**config.mk**
```make
export PLATFORM = sky130hd
export DESIGN_NAME = tcp_tahoe_congestion_window_flat
export DESIGN_NICKNAME = d
export VERILOG_FILES = /design/src/tahoe_pkg.sv /design/src/tahoe_in_if.sv /design/src/tahoe_out_if.sv /design/src/tcp_tahoe_congestion_window.sv /design/src/tahoe_div.sv /design/src/flat_wrapper.sv
export SDC_FILE = /design/constraint.sdc
export NUM_CORES = 1
export LEC_CHECK = 0
export ABC_CLOCK_PERIOD_IN_PS = 9560
export BUFFER_PORTS_ARGS = -buffer_cell sky130_fd_sc_hd__buf_2
export CAP_MARGIN = 20
export CORE_MARGIN = 3
export CORE_UTILIZATION = 58
export DETAILED_ROUTE_END_ITERATION = 8
export GPL_TIMING_DRIVEN = 0
export PLACE_DENSITY = 0.76
export SYNTH_ARGS = -nofsm -noshare
export SYNTH_HDL_FRONTEND = slang
export SYNTH_HIERARCHICAL = 1
export SYNTH_SLANG_ARGS = --single-unit
export TNS_END_PERCENT = 100
```
**constraint.sdc**
```tcl
create_clock -name clk -period 9.56 [get_ports clk]
set_input_delay 1.912 -clock clk [delete_from_list [all_inputs] [get_ports clk]]
set_output_delay 1.912 -clock clk [all_outputs]
set_load 0.01 [all_outputs]
```
**src/tahoe_pkg.sv**
```systemverilog
// Shared types, codes and reset constants of the TCP Tahoe congestion window block.
// No dependencies; every other file takes names from here by scope.
package tahoe_pkg;

    localparam int WIN_W  = 32;
    localparam int MSS_W  = 16;
    localparam int PEER_W = 30;
    localparam int DUP_W  = 8;
    localparam int CMD_W  = 2;
    localparam int RTX_W  = 2;
    localparam int CFG_IDX_W  = 2;
    localparam int CFG_DATA_W = 32;

    // event codes
    localparam logic [CMD_W-1:0] CMD_NEW_ACK = 2'd0;
    localparam logic [CMD_W-1:0] CMD_DUP_ACK = 2'd1;
    localparam logic [CMD_W-1:0] CMD_TIMEOUT = 2'd2;
    localparam logic [CMD_W-1:0] CMD_START   = 2'd3;

    // retransmit request codes
    localparam logic [RTX_W-1:0] RTX_NONE    = 2'd0;
    localparam logic [RTX_W-1:0] RTX_TIMEOUT = 2'd1;
    localparam logic [RTX_W-1:0] RTX_FAST    = 2'd2;

    // register indexes
    localparam logic [CFG_IDX_W-1:0] CFG_MSS      = 2'd0;
    localparam logic [CFG_IDX_W-1:0] CFG_INIT_WIN = 2'd1;
    localparam logic [CFG_IDX_W-1:0] CFG_INIT_THR = 2'd2;
    localparam logic [CFG_IDX_W-1:0] CFG_DUP_THR  = 2'd3;

    // reset values
    localparam logic [MSS_W-1:0] MSS_RST      = 16'd536;
    localparam logic [WIN_W-1:0] INIT_WIN_RST = 32'd536;
    localparam logic [WIN_W-1:0] INIT_THR_RST = 32'd65535;
    localparam logic [DUP_W-1:0] DUP_THR_RST  = 8'd3;

    typedef struct packed {
        logic [CMD_W-1:0]  command;
        logic [PEER_W-1:0] peer_window;
        logic [DUP_W-1:0]  dup_count;
        logic              aborted;
    } in_word_t;

    typedef struct packed {
        logic [WIN_W-1:0] window;
        logic [WIN_W-1:0] threshold;
        logic [RTX_W-1:0] retransmit;
        logic             try_send;
        logic             after_timeout;
    } out_word_t;

    // divider control and status
    typedef struct packed {
        logic start;
    } div_ctrl_t;

    typedef struct packed {
        logic busy;
        logic done;
    } div_stat_t;

    // saturating 32-bit add
    function automatic logic [WIN_W-1:0] sat_add(input logic [WIN_W-1:0] a,
                                                 input logic [WIN_W-1:0] b);
        logic [WIN_W:0] s;
        s = {1'b0, a} + {1'b0, b};
        return s[WIN_W] ? {WIN_W{1'b1}} : s[WIN_W-1:0];
    endfunction

endpackage

```
**src/tahoe_in_if.sv**
```systemverilog
// Input channel: valid/ready handshake carrying one event word.
// Depends on tahoe_pkg for the payload type.
interface tahoe_in_if;
    logic                 valid;
    logic                 ready;
    tahoe_pkg::in_word_t  data;

    modport source (output valid, output data, input ready);
    modport sink   (input valid, input data, output ready);
endinterface

```
**src/tahoe_out_if.sv**
```systemverilog
// Output channel: valid/ready handshake carrying one result word.
// Depends on tahoe_pkg for the payload type.
interface tahoe_out_if;
    logic                 valid;
    logic                 ready;
    tahoe_pkg::out_word_t data;

    modport source (output valid, output data, input ready);
    modport sink   (input valid, input data, output ready);
endinterface

```
**src/tcp_tahoe_congestion_window.sv**
```systemverilog
// TCP Tahoe congestion window: cwnd/ssthresh update per event word.
// New-data ACK in congestion avoidance runs the serial divide and add steps, then the final step;
// other events go straight to the final step. A new word is taken only once back in idle.
// Result register lets the next word in while an earlier result waits to be taken.
// Reset (async, active low): configuration registers to defaults, cwnd 536, ssthresh 65535, mark clear.
// Depends on tahoe_pkg, tahoe_in_if, tahoe_out_if and tahoe_div.
module tcp_tahoe_congestion_window (
    input  logic                            clk,
    input  logic                            rst_n,
    input  logic                            cfg_we,
    input  logic [tahoe_pkg::CFG_IDX_W-1:0] cfg_index,
    input  logic [tahoe_pkg::CFG_DATA_W-1:0] cfg_data,
    tahoe_in_if.sink                        in_word,
    tahoe_out_if.source                     out_word
);

    localparam int W = tahoe_pkg::WIN_W;

    // sequencer, one-hot
    typedef enum logic [3:0] {
        ST_IDLE = 4'b0001,
        ST_DIV  = 4'b0010,
        ST_ADD  = 4'b0100,
        ST_FIN  = 4'b1000
    } state_t;

    state_t st_reg, st_next;

    // configuration registers
    logic [tahoe_pkg::MSS_W-1:0] mss_reg;
    logic [W-1:0]                init_win_reg;
    logic [W-1:0]                init_thr_reg;
    logic [tahoe_pkg::DUP_W-1:0] dup_thr_reg;

    // connection state
    logic [W-1:0] cwnd_reg, cwnd_next;
    logic [W-1:0] ssth_reg, ssth_next;
    logic         rto_reg, rto_next;

    // per-word flags held until the result is written
    logic [tahoe_pkg::RTX_W-1:0] rtx_reg, rtx_next;
    logic                        try_reg, try_next;

    // result register
    logic                  out_valid_reg, out_valid_next;
    tahoe_pkg::out_word_t  out_data_reg, out_data_next;

    // shared adder, divider
    logic [W-1:0]          add_b;
    logic [W-1:0]          add_sum;
    tahoe_pkg::div_ctrl_t  div_ctrl;
    tahoe_pkg::div_stat_t  div_stat;
    logic [W-1:0]          div_dividend;
    logic [W-1:0]          div_divisor;
    logic [W-1:0]          div_quo;
    logic [W-1:0]          incr;

    // loss path
    logic [W-1:0]          peer_ext;
    logic [W-1:0]          flight;
    logic [W-1:0]          half;
    logic [W-1:0]          floor2;
    logic [W-1:0]          loss_ssth;

    logic                  accept;
    logic                  slot_free;

    assign accept    = in_word.valid && in_word.ready;
    assign slot_free = !out_valid_reg || out_word.ready;

    // ---------------------------------------------------------------
    // configuration writes
    // ---------------------------------------------------------------
    always_ff @(posedge clk or negedge rst_n)
    begin
        if (!rst_n)
        begin
            mss_reg      <= tahoe_pkg::MSS_RST;
            init_win_reg <= tahoe_pkg::INIT_WIN_RST;
            init_thr_reg <= tahoe_pkg::INIT_THR_RST;
            dup_thr_reg  <= tahoe_pkg::DUP_THR_RST;
        end
        else if (cfg_we)
        begin
            case (cfg_index)
                tahoe_pkg::CFG_MSS:      mss_reg      <= cfg_data[tahoe_pkg::MSS_W-1:0];
                tahoe_pkg::CFG_INIT_WIN: init_win_reg <= cfg_data[W-1:0];
                tahoe_pkg::CFG_INIT_THR: init_thr_reg <= cfg_data[W-1:0];
                tahoe_pkg::CFG_DUP_THR:  dup_thr_reg  <= cfg_data[tahoe_pkg::DUP_W-1:0];
                default: ;
            endcase
        end
    end

    // ---------------------------------------------------------------
    // ssthresh on loss: max(min(cwnd, peer) / 2, 2 * mss)
    // ---------------------------------------------------------------
    always_comb
    begin
        peer_ext  = W'(in_word.data.peer_window);
        flight    = (cwnd_reg < peer_ext) ? cwnd_reg : peer_ext;
        half      = flight >> 1;
        floor2    = W'({mss_reg, 1'b0});
        loss_ssth = (half > floor2) ? half : floor2;
    end

    // ---------------------------------------------------------------
    // shared saturating adder: mss in slow start, increment in avoidance
    // ---------------------------------------------------------------
    assign incr    = (div_quo == '0) ? W'(1) : div_quo;
    assign add_b   = (st_reg == ST_ADD) ? incr : W'(mss_reg);
    assign add_sum = tahoe_pkg::sat_add(cwnd_reg, add_b);

    // divider gets mss*mss straight from the multiplier and registers it;
    // a zero window divides by one
    assign div_dividend = {{(W - tahoe_pkg::MSS_W){1'b0}}, mss_reg}
                        * {{(W - tahoe_pkg::MSS_W){1'b0}}, mss_reg};
    assign div_divisor  = (cwnd_reg == '0) ? W'(1) : cwnd_reg;

    tahoe_div #(
        .WIDTH (W)
    ) u_div (
        .clk      (clk),
        .rst_n    (rst_n),
        .ctrl     (div_ctrl),
        .dividend (div_dividend),
        .divisor  (div_divisor),
        .stat     (div_stat),
        .quotient (div_quo)
    );

    // ---------------------------------------------------------------
    // sequencer
    // ---------------------------------------------------------------
    always_comb
    begin
        st_next        = st_reg;
        cwnd_next      = cwnd_reg;
        ssth_next      = ssth_reg;
        rto_next       = rto_reg;
        rtx_next       = rtx_reg;
        try_next       = try_reg;
        out_valid_next = out_valid_reg;
        out_data_next  = out_data_reg;
        div_ctrl.start = 1'b0;
        in_word.ready  = (st_reg == ST_IDLE);

        if (out_valid_reg && out_word.ready)
            out_valid_next = 1'b0;

        case (st_reg)
            ST_IDLE:
            begin
                if (accept)
                begin
                    rtx_next = tahoe_pkg::RTX_NONE;
                    try_next = 1'b0;
                    st_next  = ST_FIN;
                    case (in_word.data.command)
                        tahoe_pkg::CMD_NEW_ACK:
                        begin
                            try_next = 1'b1;
                            if (cwnd_reg < ssth_reg)
                                cwnd_next = add_sum;
                            else
                            begin
                                div_ctrl.start = 1'b1;
                                st_next        = ST_DIV;
                            end
                        end
                        tahoe_pkg::CMD_DUP_ACK:
                        begin
                            if (in_word.data.dup_count == dup_thr_reg)
                            begin
                                ssth_next = loss_ssth;
                                cwnd_next = W'(mss_reg);
                                rtx_next  = tahoe_pkg::RTX_FAST;
                            end
                        end
                        tahoe_pkg::CMD_TIMEOUT:
                        begin
                            if (!in_word.data.aborted)
                            begin
                                ssth_next = loss_ssth;
                                cwnd_next = W'(mss_reg);
                                rto_next  = 1'b1;
                                rtx_next  = tahoe_pkg::RTX_TIMEOUT;
                            end
                        end
                        tahoe_pkg::CMD_START:
                        begin
                            cwnd_next = init_win_reg;
                            ssth_next = init_thr_reg;
                        end
                        default: ;
                    endcase
                end
            end
            ST_DIV:
            begin
                if (div_stat.done)
                    st_next = ST_ADD;
            end
            ST_ADD:
            begin
                cwnd_next = add_sum;
                st_next   = ST_FIN;
            end
            ST_FIN:
            begin
                if (slot_free)
                begin
                    out_valid_next              = 1'b1;
                    out_data_next.window        = cwnd_reg;
                    out_data_next.threshold     = ssth_reg;
                    out_data_next.retransmit    = rtx_reg;
                    out_data_next.try_send      = try_reg;
                    out_data_next.after_timeout = rto_reg;
                    st_next                     = ST_IDLE;
                end
            end
            default:
                st_next = ST_IDLE;
        endcase
    end

    always_ff @(posedge clk or negedge rst_n)
    begin
        if (!rst_n)
        begin
            st_reg        <= ST_IDLE;
            cwnd_reg      <= tahoe_pkg::INIT_WIN_RST;
            ssth_reg      <= tahoe_pkg::INIT_THR_RST;
            rto_reg       <= 1'b0;
            out_valid_reg <= 1'b0;
        end
        else
        begin
            st_reg        <= st_next;
            cwnd_reg      <= cwnd_next;
            ssth_reg      <= ssth_next;
            rto_reg       <= rto_next;
            out_valid_reg <= out_valid_next;
        end
    end

    always_ff @(posedge clk)
    begin
        rtx_reg      <= rtx_next;
        try_reg      <= try_next;
        out_data_reg <= out_data_next;
    end

    assign out_word.valid = out_valid_reg;
    assign out_word.data  = out_data_reg;

    // ---------------------------------------------------------------
    // checks
    // ---------------------------------------------------------------
    a_div_busy_in_div: assert property (@(posedge clk) disable iff (!rst_n)
        div_stat.busy |-> (st_reg == ST_DIV))
        else $error("divider running outside the divide step");

    a_rto_sticky: assert property (@(posedge clk) disable iff (!rst_n)
        rto_reg |=> rto_reg)
        else $error("after-timeout mark cleared");

    a_avoid_grows: assert property (@(posedge clk) disable iff (!rst_n)
        (st_reg == ST_ADD) |=> (cwnd_reg > $past(cwnd_reg)) || (cwnd_reg == {W{1'b1}}))
        else $error("avoidance step did not grow the window");

    a_fin_loads: assert property (@(posedge clk) disable iff (!rst_n)
        ((st_reg == ST_FIN) && slot_free) |=> out_valid_reg && (st_reg == ST_IDLE))
        else $error("result not written on leaving the final step");

endmodule

```
**src/tahoe_div.sv**
```systemverilog
// Bit-serial restoring divider, one quotient bit per cycle.
// Depends on tahoe_pkg for the control/status structs.
module tahoe_div #(
    parameter int WIDTH = tahoe_pkg::WIN_W
) (
    input  logic                  clk,
    input  logic                  rst_n,
    input  tahoe_pkg::div_ctrl_t  ctrl,
    input  logic [WIDTH-1:0]      dividend,
    input  logic [WIDTH-1:0]      divisor,
    output tahoe_pkg::div_stat_t  stat,
    output logic [WIDTH-1:0]      quotient
);

    localparam int CNT_W = (WIDTH > 1) ? $clog2(WIDTH) : 1;

    logic [WIDTH-1:0] rem_reg, rem_next;
    logic [WIDTH-1:0] quo_reg, quo_next;
    logic [WIDTH-1:0] dsr_reg, dsr_next;
    logic [CNT_W-1:0] cnt_reg, cnt_next;
    logic             busy_reg, busy_next;
    logic             done_reg, done_next;

    logic [WIDTH:0]   rem_shift;
    logic [WIDTH:0]   trial;

    always_comb
    begin
        rem_shift = {rem_reg, quo_reg[WIDTH-1]};
        trial     = rem_shift - {1'b0, dsr_reg};

        rem_next  = rem_reg;
        quo_next  = quo_reg;
        dsr_next  = dsr_reg;
        cnt_next  = cnt_reg;
        busy_next = busy_reg;
        done_next = 1'b0;

        if (ctrl.start)
        begin
            rem_next  = '0;
            quo_next  = dividend;
            dsr_next  = divisor;
            cnt_next  = CNT_W'(WIDTH - 1);
            busy_next = 1'b1;
        end
        else if (busy_reg)
        begin
            // keep the trial difference when it does not borrow
            if (!trial[WIDTH])
            begin
                rem_next = trial[WIDTH-1:0];
                quo_next = {quo_reg[WIDTH-2:0], 1'b1};
            end
            else
            begin
                rem_next = rem_shift[WIDTH-1:0];
                quo_next = {quo_reg[WIDTH-2:0], 1'b0};
            end
            cnt_next = cnt_reg - 1'b1;
            if (cnt_reg == '0)
            begin
                busy_next = 1'b0;
                done_next = 1'b1;
            end
        end
    end

    always_ff @(posedge clk or negedge rst_n)
    begin
        if (!rst_n)
        begin
            busy_reg <= 1'b0;
            done_reg <= 1'b0;
            cnt_reg  <= '0;
        end
        else
        begin
            busy_reg <= busy_next;
            done_reg <= done_next;
            cnt_reg  <= cnt_next;
        end
    end

    always_ff @(posedge clk)
    begin
        rem_reg <= rem_next;
        quo_reg <= quo_next;
        dsr_reg <= dsr_next;
    end

    assign stat.busy = busy_reg;
    assign stat.done = done_reg;
    assign quotient  = quo_reg;

endmodule

```
**src/flat_wrapper.sv**
```systemverilog
// flat-port wrapper written by rule: the top's interface ports become plain ports
module tcp_tahoe_congestion_window_flat 
  (clk, rst_n, cfg_we, cfg_index, cfg_data, in_word_valid, in_word_data, in_word_ready, out_word_valid, out_word_data, out_word_ready);
  tahoe_in_if in_word_i ();
  tahoe_out_if out_word_i ();
  input  logic clk;
  input  logic rst_n;
  input  logic cfg_we;
  input  logic [tahoe_pkg::CFG_IDX_W-1:0] cfg_index;
  input  logic [tahoe_pkg::CFG_DATA_W-1:0] cfg_data;
  input wire logic [$bits(in_word_i.valid)-1:0] in_word_valid;
  input wire logic [$bits(in_word_i.data)-1:0] in_word_data;
  output wire logic [$bits(in_word_i.ready)-1:0] in_word_ready;
  output wire logic [$bits(out_word_i.valid)-1:0] out_word_valid;
  output wire logic [$bits(out_word_i.data)-1:0] out_word_data;
  input wire logic [$bits(out_word_i.ready)-1:0] out_word_ready;
  assign in_word_i.valid = in_word_valid;
  assign in_word_i.data = in_word_data;
  assign in_word_ready = in_word_i.ready;
  assign out_word_valid = out_word_i.valid;
  assign out_word_data = out_word_i.data;
  assign out_word_i.ready = out_word_ready;
  tcp_tahoe_congestion_window u_core (.clk(clk), .rst_n(rst_n), .cfg_we(cfg_we), .cfg_index(cfg_index), .cfg_data(cfg_data), .in_word(in_word_i), .out_word(out_word_i));
endmodule
```
Word level (Yosys, flattened, before mapping). Index checks and enable logic that the tools add are counted.

Register bits: 332. Input bits: 80. Output and inout port bits: 70.

Add/sub/neg operators: 3. $mul: 1. Order comparisons: 3. Equal/unequal tests: 19. Multiplexer cells: 43. Bitwise logic cells: 1. Reduce and logical (&&, ||, !) cells: 22.

Operator list (count): 32-bit 2-to-1 mux (13); 32-bit one-hot mux with 4 select lines (1); 32-bit one-hot mux with 3 select lines (1); 32-bit zero test (2); 32-bit one-hot mux with 2 select lines (1); 32-bit by 32-bit adder with 33-bit output (1); 33-bit by 32-bit subtractor with 33-bit output (1); 32-bit by 30-bit < comparator with 1-bit output (1); 32-bit < comparator (1); 16-bit by 16-bit multiplier with 32-bit output (1); 31-bit by 17-bit > comparator with 1-bit output (1); 31-bit 2-to-1 mux (1); 4-bit 2-to-1 mux (5); 1-bit 2-to-1 mux (16); 4-bit one-hot mux with 4 select lines (1); 2-bit AND reduction (6); 5-bit 2-to-1 mux (2); 5-bit AND reduction (2); 3-bit != test (second input constant) (3); 2-bit equality test (second input constant) (4); 8-bit equality test (1); 2-bit != test (second input constant) (3); 5-bit zero test (1); 5-bit by 1-bit subtractor with 5-bit output (second input constant) (1); 17 further kinds (22).

Logic depth before layout (Yosys ltp). Gate-level depths: netlist (run 1).

Depth after elaboration: 9. Gate-level depth with buffers: 28. Mapped depth without buffers: 26.

Modules after synthesis. Netlist (run 1), hierarchy kept.

Modules (own cells, without submodules): tcp_tahoe_congestion_window (times used 1, cells each 2094, area an instance 20265.7 um^2, seq. area each 6140.9 um^2); tahoe_div (times used 1, cells each 621, area an instance 6108.4 um^2, seq. area each 2737.6 um^2).

Worst setup path before layout (run 1). OpenSTA, ideal clock, no wires.

Path type: register to register. From: register u_core/mss_reg[2] (netlist bit). To: register u_core.u_div.quo_reg[30] (netlist: u_core/u_div/quotient[30]) (data pin). Library setup time: 0.260 ns. Arrival time: 6.643 ns. Required time: 9.300 ns. Slack: 2.657 ns. Stages on the path, launching flop included: 29. Path buffers: 2. Clock period less this slack: 6.903 ns. Cells stage by stage: dfrtp_1 > clkbuf_1 > inv_1 > clkbuf_1 > nor2_1 > fa_1 > inv_1 > fa_1 > inv_1 > fa_1 > inv_1 > fa_1 > inv_1 > fa_1 > inv_1 > fa_1 > inv_1 > ha_1 > a211o_1 > a21oi_1 > nor2_1 > a211oi_1 > o31ai_1 > o22ai_1 > o21ai_1 > a41o_1 > a21oi_1 > xnor2_1 > mux2_2.

Word-level cells in the longest chain between the ends: 2.

Ends and longest elaborated chain: start, declared (RTL line tcp_tahoe_congestion_window.sv:30) `logic [tahoe_pkg::MSS_W-1:0] mss_reg;`; start signal, assigned (RTL line tcp_tahoe_congestion_window.sv:78) `mss_reg <= tahoe_pkg::MSS_RST;`; start signal, assigned (RTL line tcp_tahoe_congestion_window.sv:86) `tahoe_pkg::CFG_MSS: mss_reg <= cfg_data[tahoe_pkg::MSS_W-1:0];`; 16-bit by 16-bit multiplier with 32-bit output (RTL line tcp_tahoe_congestion_window.sv:117) `* {{(W - tahoe_pkg::MSS_W){1'b0}}, mss_reg};`; via u_core.div_dividend[30] (RTL line tcp_tahoe_congestion_window.sv:53) `logic [W-1:0] div_dividend;`; 32-bit 2-to-1 mux (RTL line tahoe_div.sv:39) `if (ctrl.start)`; via u_core.u_div.quo_next[30] (RTL line tahoe_div.sv:18) `logic [WIDTH-1:0] quo_reg, quo_next;`; end signal, assigned (RTL line tahoe_div.sv:88) `quo_reg <= quo_next;`; end, declared (RTL line tahoe_div.sv:18).

The timed path passes the listed nets, and every way through them passes these cells. A chain may end at the register's enable or synchronous reset.

Worst setup path in the final report (run 1). Same ends and word-level chain as after synthesis.

==> impl_results.rst, run 1 <==
.. list-table::
   :header-rows: 1

   * - Metric
     - Value
   * - Outcome
     - completed
   * - Cell area after synthesis
     - 26400 µm²
   * - Core area
     - 44600 µm²
   * - Non-filler instance count after layout
     - around 3500
   * - Final HPWL DP
     - 61900 µm
   * - Via count of the first global-routing pass
     - 22000
   * - Filler Cells Inserted
     - 3608
   * - Net count after synthesis
     - 3204
   * - Final net count
     - 3395
   * - Worst hold stages
     - 0
   * - Number of antenna violations at the first check in global routing
     - 3
   * - Routed WL
     - 77900 µm
   * - Clock root cell
     - clkbuf_16
   * - Max-slew violation count
     - 0
   * - Yosys warnings
     - 6
   * - Vias after detailed routing
     - 21400
   * - Critical register-to-register path startpoint
     - u_core/mss_reg[2]
   * - Data required time of the worst path
     - 9850 ps
   * - Gate count of the mapped netlist
     - 2714
   * - Width of the chip
     - 219 µm
   * - Source-to-sink clock delay at the later pin of the worst-skew pair
     - 540 ps
   * - Category of the critical setup timing path
     - reg -> reg
   * - Die span in y
     - 219 µm
   * - Number of flip-flops in the largest register
     - 68
   * - H-Tree Level Count
     - 2
   * - I/O pin count
     - 150
   * - Area taken by flip-flops and latches
     - 8880 µm²
   * - Synth-to-layout area growth
     - 10.6%
   * - Largest stage delay on the critical path
     - 660 ps
   * - TritonCTS clock tree
     - done
   * - Category of the worst setup path capture point
     - register
   * - Hold Startpoint
     - u_core/rtx_reg[0]
   * - Post_cts resized
     - 0
   * - Slew at the pin closest to its max-slew limit
     - ~1100 ps
   * - Final cycle utilization of the critical path
     - approximately nine tenths
   * - Max frequency
     - 116 MHz
   * - HP Class
     - reg -> reg
   * - ANT nets after route
     - 0
   * - Global-route wire length before repair
     - 120000 µm
   * - Largest net degree at the start of global routing
     - 120
   * - DR pass1 iterations
     - 6
   * - Placer's final routability congestion estimate
     - about 0.99
   * - Cell type with the highest occurrence count on the critical path
     - inv_1
   * - Count of final hold-check violations
     - 0
   * - Layout cells sized above 1
     - 14.2%
   * - Total Neg Setup Slack
     - 0 ps
   * - Remaining DRCs
     - 0
   * - CP top delay family
     - adder cells
   * - CTS Sinks
     - 332
   * - Total stage count of the critical path
     - 28
   * - Post-placement cell area
     - 28000 µm²
   * - Destination of the worst register-to-register timing path
     - u_core/u_div/quotient[30]
   * - Multi-input gate area in the final layout
     - 15600 µm²
   * - Final Instance Area
     - 29200 µm²
   * - Tmin final
     - 8650 ps
   * - Die area
     - 48100 µm²
   * - Clock transition at the registers of the reported paths
     - 60 ps
   * - Via-per-instance ratio
     - 6.06
   * - Unrepaired setup endpoints after global routing
     - no
   * - Depth of the most critical reg-to-reg path
     - 28
   * - Number of buffer cells added on primary ports
     - between 100 and 150
   * - Skew final
     - ~21 ps
   * - First-iteration detailed-routing DRC count
     - 1896
   * - Setup-failing EPs final
     - 0
   * - Number of max-capacitance violations reported
     - 0
   * - Largest fanout on the critical path
     - 10
   * - Global-route total usage across every layer
     - 32.5%
   * - Number of buffers on the longest clock path
     - 3
   * - Cell with the largest stage delay on the worst path
     - clkbuf_1
   * - Remaining global-route overflow
     - 0
   * - Routed len/inst
     - 22.1 µm
   * - Relative max-transition margin
     - 28.6%
   * - Arrival time reported for the critical path endpoint
     - 8930 ps
   * - Rows
     - a little under 80
   * - Post-Place Cells
     - 3460
   * - Hold_buf cts
     - 0
   * - Postcts setup bufs
     - 0
   * - Number of buffers created by CTS
     - 35
   * - Mean instance size in the synthesized netlist
     - about 9.7 µm²
   * - Crit path launch type
     - register
   * - Worst reg-to-reg setup slack
     - ~910 ps
   * - Starting density of the core
     - 59.1%
   * - CP bufs+invs
     - 9
   * - Worst hold endpoint
     - u_core/out_word.data[2]
[layout by cell type (no fill, tap or decap), types with 8 or more instances in the layout]
master and count:
nand2_1 229, a311oi_1 17, and2_1 21, xor2_1 37, inv_1 358, buf_2 164
clkbuf_16 38, a21o_1 56, xnor2_1 51, nor2b_1 13, or3_1 13, mux2i_1 32
ha_1 246, nor2_1 177, dfxtp_1 32, o21a_1 18, clkbuf_1 122, nand3_1 47
o211ai_1 26, nor3_1 25, mux2_2 120, dfrtp_1 121, a31oi_1 23, dfstp_2 44
edfxtp_1 135, o21ai_0 174, nand3b_1 8, nand4_1 25, o31ai_1 19, o21ai_1 16
nand2b_1 26, nor4_1 26, a21oi_1 119, a211oi_1 17, fa_1 164, and3_1 11
a221o_1 17, clkinv_1 15
[per-stage QoR]
step | setup slack (ps) | hold WS [ps] | util, %
after CTS | 1030 | 426 | 65.4
after floorplan | 2660 | 400 | -
after detailed placement | 993 | 412 | 62.7
final | 913 | 426 | 65.4
after global routing | 606 | 440 | 65.4
after global placement | 1160 | 409 | 62.4
[worst max path at each step]
stage / slack (ps) / startpoint / to
6_report: 910 / u_core/mss_reg[2] / u_core/u_div/quotient[30]
3_3_place_gp: 1160 / u_core/mss_reg[9] / u_core/u_div/quotient[30]
5_1_grt: 610 / u_core/mss_reg[2] / u_core/u_div/quotient[30]
2_1_floorplan: 2660 / u_core/mss_reg[2] / u_core/u_div/quotient[30]
4_1_cts: 1030 / u_core/mss_reg[2] / u_core/u_div/quotient[30]
3_5_place_dp: 990 / u_core/mss_reg[2] / u_core/u_div/quotient[30]
[metal layers]
| layer | wire, µm | GRT usage [%] | up-vias |
|---|---|---|---|
| met2 | 38500 | 56.6 | 846 |
| met5 | 0 | 0 | - |
| li1 | - | - | 9739 |
| met3 | 4880 | 3.99 | 223 |
| met4 | 3900 | 15.7 | 0 |
| met1 | 30600 | 40.1 | 10600 |
[layout make-up]
type	instances	share of cell area [%]
Antenna cell	4	0.0343
Buffer	140	1.94
Clock buffer	45	3.42
Clock inverter	18	0.584
Inverter	368	4.74
Multi-Input combinational cell	1874	53.4
Sequential cell	332	30.4
Tap cell	592	2.54
Timing Repair Buffer	154	2.95
Power of run 1 is not shown: default switching activity piles up to over one toggle a cycle in this logic, so the estimate is an artifact.
==> run 2: changes to the inputs <==
Settings changed: GPL_TIMING_DRIVEN 0 to default.
==> impl_results.rst, run 2 (synthesized netlist as in run 1, its figures left out) <==
.. list-table::
   :header-rows: 1

   * - Metric
     - Value
   * - Outcome
     - completed (unchanged)
   * - Worst hold stages
     - 0 (unchanged)
   * - Final net count
     - 3274 (was 3395)
   * - CP bufs+invs
     - 5 (was 9)
   * - Setup-failing EPs final
     - 0 (unchanged)
   * - Post_cts resized
     - 0 (unchanged)
   * - Placer's final routability congestion estimate
     - 0.949 (was 0.989)
   * - I/O pin count
     - 150 (unchanged)
   * - Non-filler instance count after layout
     - 3412 (was 3527)
   * - Relative max-transition margin
     - 28.1% (was 28.6%)
   * - HP Class
     - reg -> reg (unchanged)
   * - Count of final hold-check violations
     - 0 (unchanged)
   * - WHS
     - 430 ps (was 426 ps)
   * - Via count of the first global-routing pass
     - 21200 (was 22000)
   * - Remaining global-route overflow
     - 0 (unchanged)
   * - Final Instance Area
     - 28900 µm² (was 29200 µm²)
   * - CTS Sinks
     - 332 (unchanged)
   * - Global-route total usage across every layer
     - 30.7% (was 32.5%)
   * - Total Neg Setup Slack
     - 0 ps (unchanged)
   * - Arrival time reported for the critical path endpoint
     - 8360 ps (was 8930 ps)
   * - CP top delay family
     - adder cells (unchanged)
   * - Final HPWL DP
     - 56000 µm (was 61900 µm)
   * - Largest net degree at the start of global routing
     - 109 (was 120)
   * - Die span in y
     - 219 µm (unchanged)
   * - Number of buffers on the longest clock path
     - 3 (unchanged)
   * - Width of the chip
     - 219 µm (unchanged)
   * - Data required time of the worst path
     - 9870 ps (was 9850 ps)
   * - ANT nets after route
     - 0 (unchanged)
   * - Clock transition at the registers of the reported paths
     - 60 ps (about the same)
   * - Starting density of the core
     - 59.1% (unchanged)
   * - Layout cells sized above 1
     - 15.0% (was 14.2%)
   * - Core area
     - 44600 µm² (unchanged)
   * - TritonCTS clock tree
     - done (unchanged)
   * - Skew final
     - 34.6 ps (was 21.0 ps)
   * - Postcts setup bufs
     - 0 (unchanged)
   * - DR pass1 iterations
     - 8 (was 6)
   * - Max-slew violation count
     - 0 (unchanged)
   * - Unrepaired setup endpoints after global routing
     - no (unchanged)
   * - Final cycle utilization of the critical path
     - 84.2% (was 90.4%)
   * - First-iteration detailed-routing DRC count
     - 1819 (was 1896)
   * - Global-route wire length before repair
     - 115000 µm (was 120000 µm)
   * - Number of buffers created by CTS
     - 38 (was 35)
   * - Largest fanout on the critical path
     - 12 (was 10)
   * - Category of the critical setup timing path
     - reg -> reg (unchanged)
   * - Via-per-instance ratio
     - 6.07 (was 6.06)
   * - Rows
     - 77 (unchanged)
   * - Crit path launch type
     - register (unchanged)
   * - CP cell instances
     - clkinv_1 > nor2_1 > inv_1 > fa_1 > inv_1 > fa_1 > inv_1 > fa_1 > fa_1 > fa_1 > fa_1 > inv_1 > ha_1 > o21a_1 > a21oi_1 > nor2_1 > a211oi_1 > o31ai_1 > o22ai_1 > o21ai_1 > a41o_1 > a21oi_1 > xnor2_1 > mux2_2
   * - Category of the worst setup path capture point
     - register (unchanged)
   * - H-Tree Level Count
     - 2 (unchanged)
   * - Source-to-sink clock delay at the later pin of the worst-skew pair
     - 580 ps (was 540 ps)
   * - Hold_buf cts
     - 0 (unchanged)
   * - Clock root cell
     - clkbuf_16 (unchanged)
   * - Die area
     - 48100 µm² (unchanged)
   * - Tmin final
     - 8050 ps (was 8650 ps)
   * - Post-Place Cells
     - 3336 (was 3460)
   * - Remaining DRCs
     - 0 (unchanged)
   * - Routed len/inst
     - 21.3 µm (was 22.1 µm)
   * - Synth-to-layout area growth
     - 9.65% (was 10.6%)
   * - Cell with the largest stage delay on the worst path
     - dfrtp_1 (was clkbuf_1)
   * - Vias after detailed routing
     - 20700 (was 21400)
   * - Max frequency
     - 124 MHz (was 116 MHz)
   * - Post-placement cell area
     - 27500 µm² (was 28000 µm²)
   * - Number of max-capacitance violations reported
     - 0 (unchanged)
   * - Number of buffer cells added on primary ports
     - 149 (unchanged)
   * - Slew at the pin closest to its max-slew limit
     - 1080 ps (was 1070 ps)
   * - Highest-count cells in the layout ignoring fill and taps
     - inv_1 (358), ha_1 (245), nand2_1 (229), nor2_1 (176), o21ai_0 (174) (was inv_1 (358), ha_1 (246), nand2_1 (229), nor2_1 (177), o21ai_0 (174))
   * - Total stage count of the critical path
     - 24 (was 28)
   * - Most common library cell in the layout ignoring fill and taps
     - inv_1 (unchanged)
   * - Cell type with the highest occurrence count on the critical path
     - fa_1 (was inv_1)
   * - Number of flip-flops in the largest register
     - 68 (unchanged)
   * - Number of antenna violations at the first check in global routing
     - 6 (was 3)
   * - Largest stage delay on the critical path
     - 620 ps (was 660 ps)
   * - Depth of the most critical reg-to-reg path
     - 24 (was 28)
   * - Routed WL
     - 72800 µm (was 77900 µm)
-- run 2: cell count changes in the layout (fill, tap and decap cells not counted), moves of 2 or more --
| cell | delta |
|---|---|
| clkinv_2 | -2 |
| inv_8 | +2 |
| diode_2 | +2 |
| buf_1 | -4 |
| buf_2 | -16 |
| buf_16 | -2 |
| bufinv_16 | +5 |
| clkinvlp_4 | +2 |
| clkbuf_1 | -115 |
| buf_4 | +18 |
| clkinv_1 | -2 |
| clkinv_8 | +2 |
-- run 2: layout make-up --
| class | instances | area [µm²] |
|---|---|---|
| clock inverters | 24 | 392 |
| repair buffers | 170 | 930 |
| inverters | 368 | 1380 |
| multi-input cells | 1874 | 15600 |
| well taps | 592 | 741 |
| flip-flops and latches | 332 | 8880 |
| fillers | 3576 | 15700 |
| clock buffers | 46 | 991 |
| diodes | 6 | 15.0 |
-- run 2: layer usage --
metal / vias up / wire [µm] / track usage, %
li1: 9512 / - / -
met3: 175 / 5240 / 4.38
met1: 10200 / 30100 / 41.1
met4: 2 / 3120 / 12.9
met5: - / 17 / 0
met2: 840 / 34300 / 50.4
-- run 2: per-stage QoR --
step | setup slack (ps) | utilization [%]
6_report | 1510 | 64.8
5_1_grt | 1100 | 64.8
4_1_cts | 1520 | 64.8
3_5_place_dp | 1600 | 61.7
3_3_place_gp | 1830 | 61.6
2_1_floorplan | 2660 | -
-- run 2: path summary, 6_finish.rpt --
check,startpoint,to,slack [ps]
max,u_core/mss_reg[10],u_core/u_div/quotient[30],1510
min,u_core/rtx_reg[1],u_core/out_word.data[3],430
max reg2reg,u_core/mss_reg[10],u_core/u_div/quotient[30],1510
min reg2reg,u_core/rtx_reg[1],u_core/out_word.data[3],430
max in group asynchronous,rst_n,u_core/out_word.valid,6700
min in group asynchronous,rst_n,u_core/ssth_reg[29],1490
Power of run 2 is left out for the same reason.
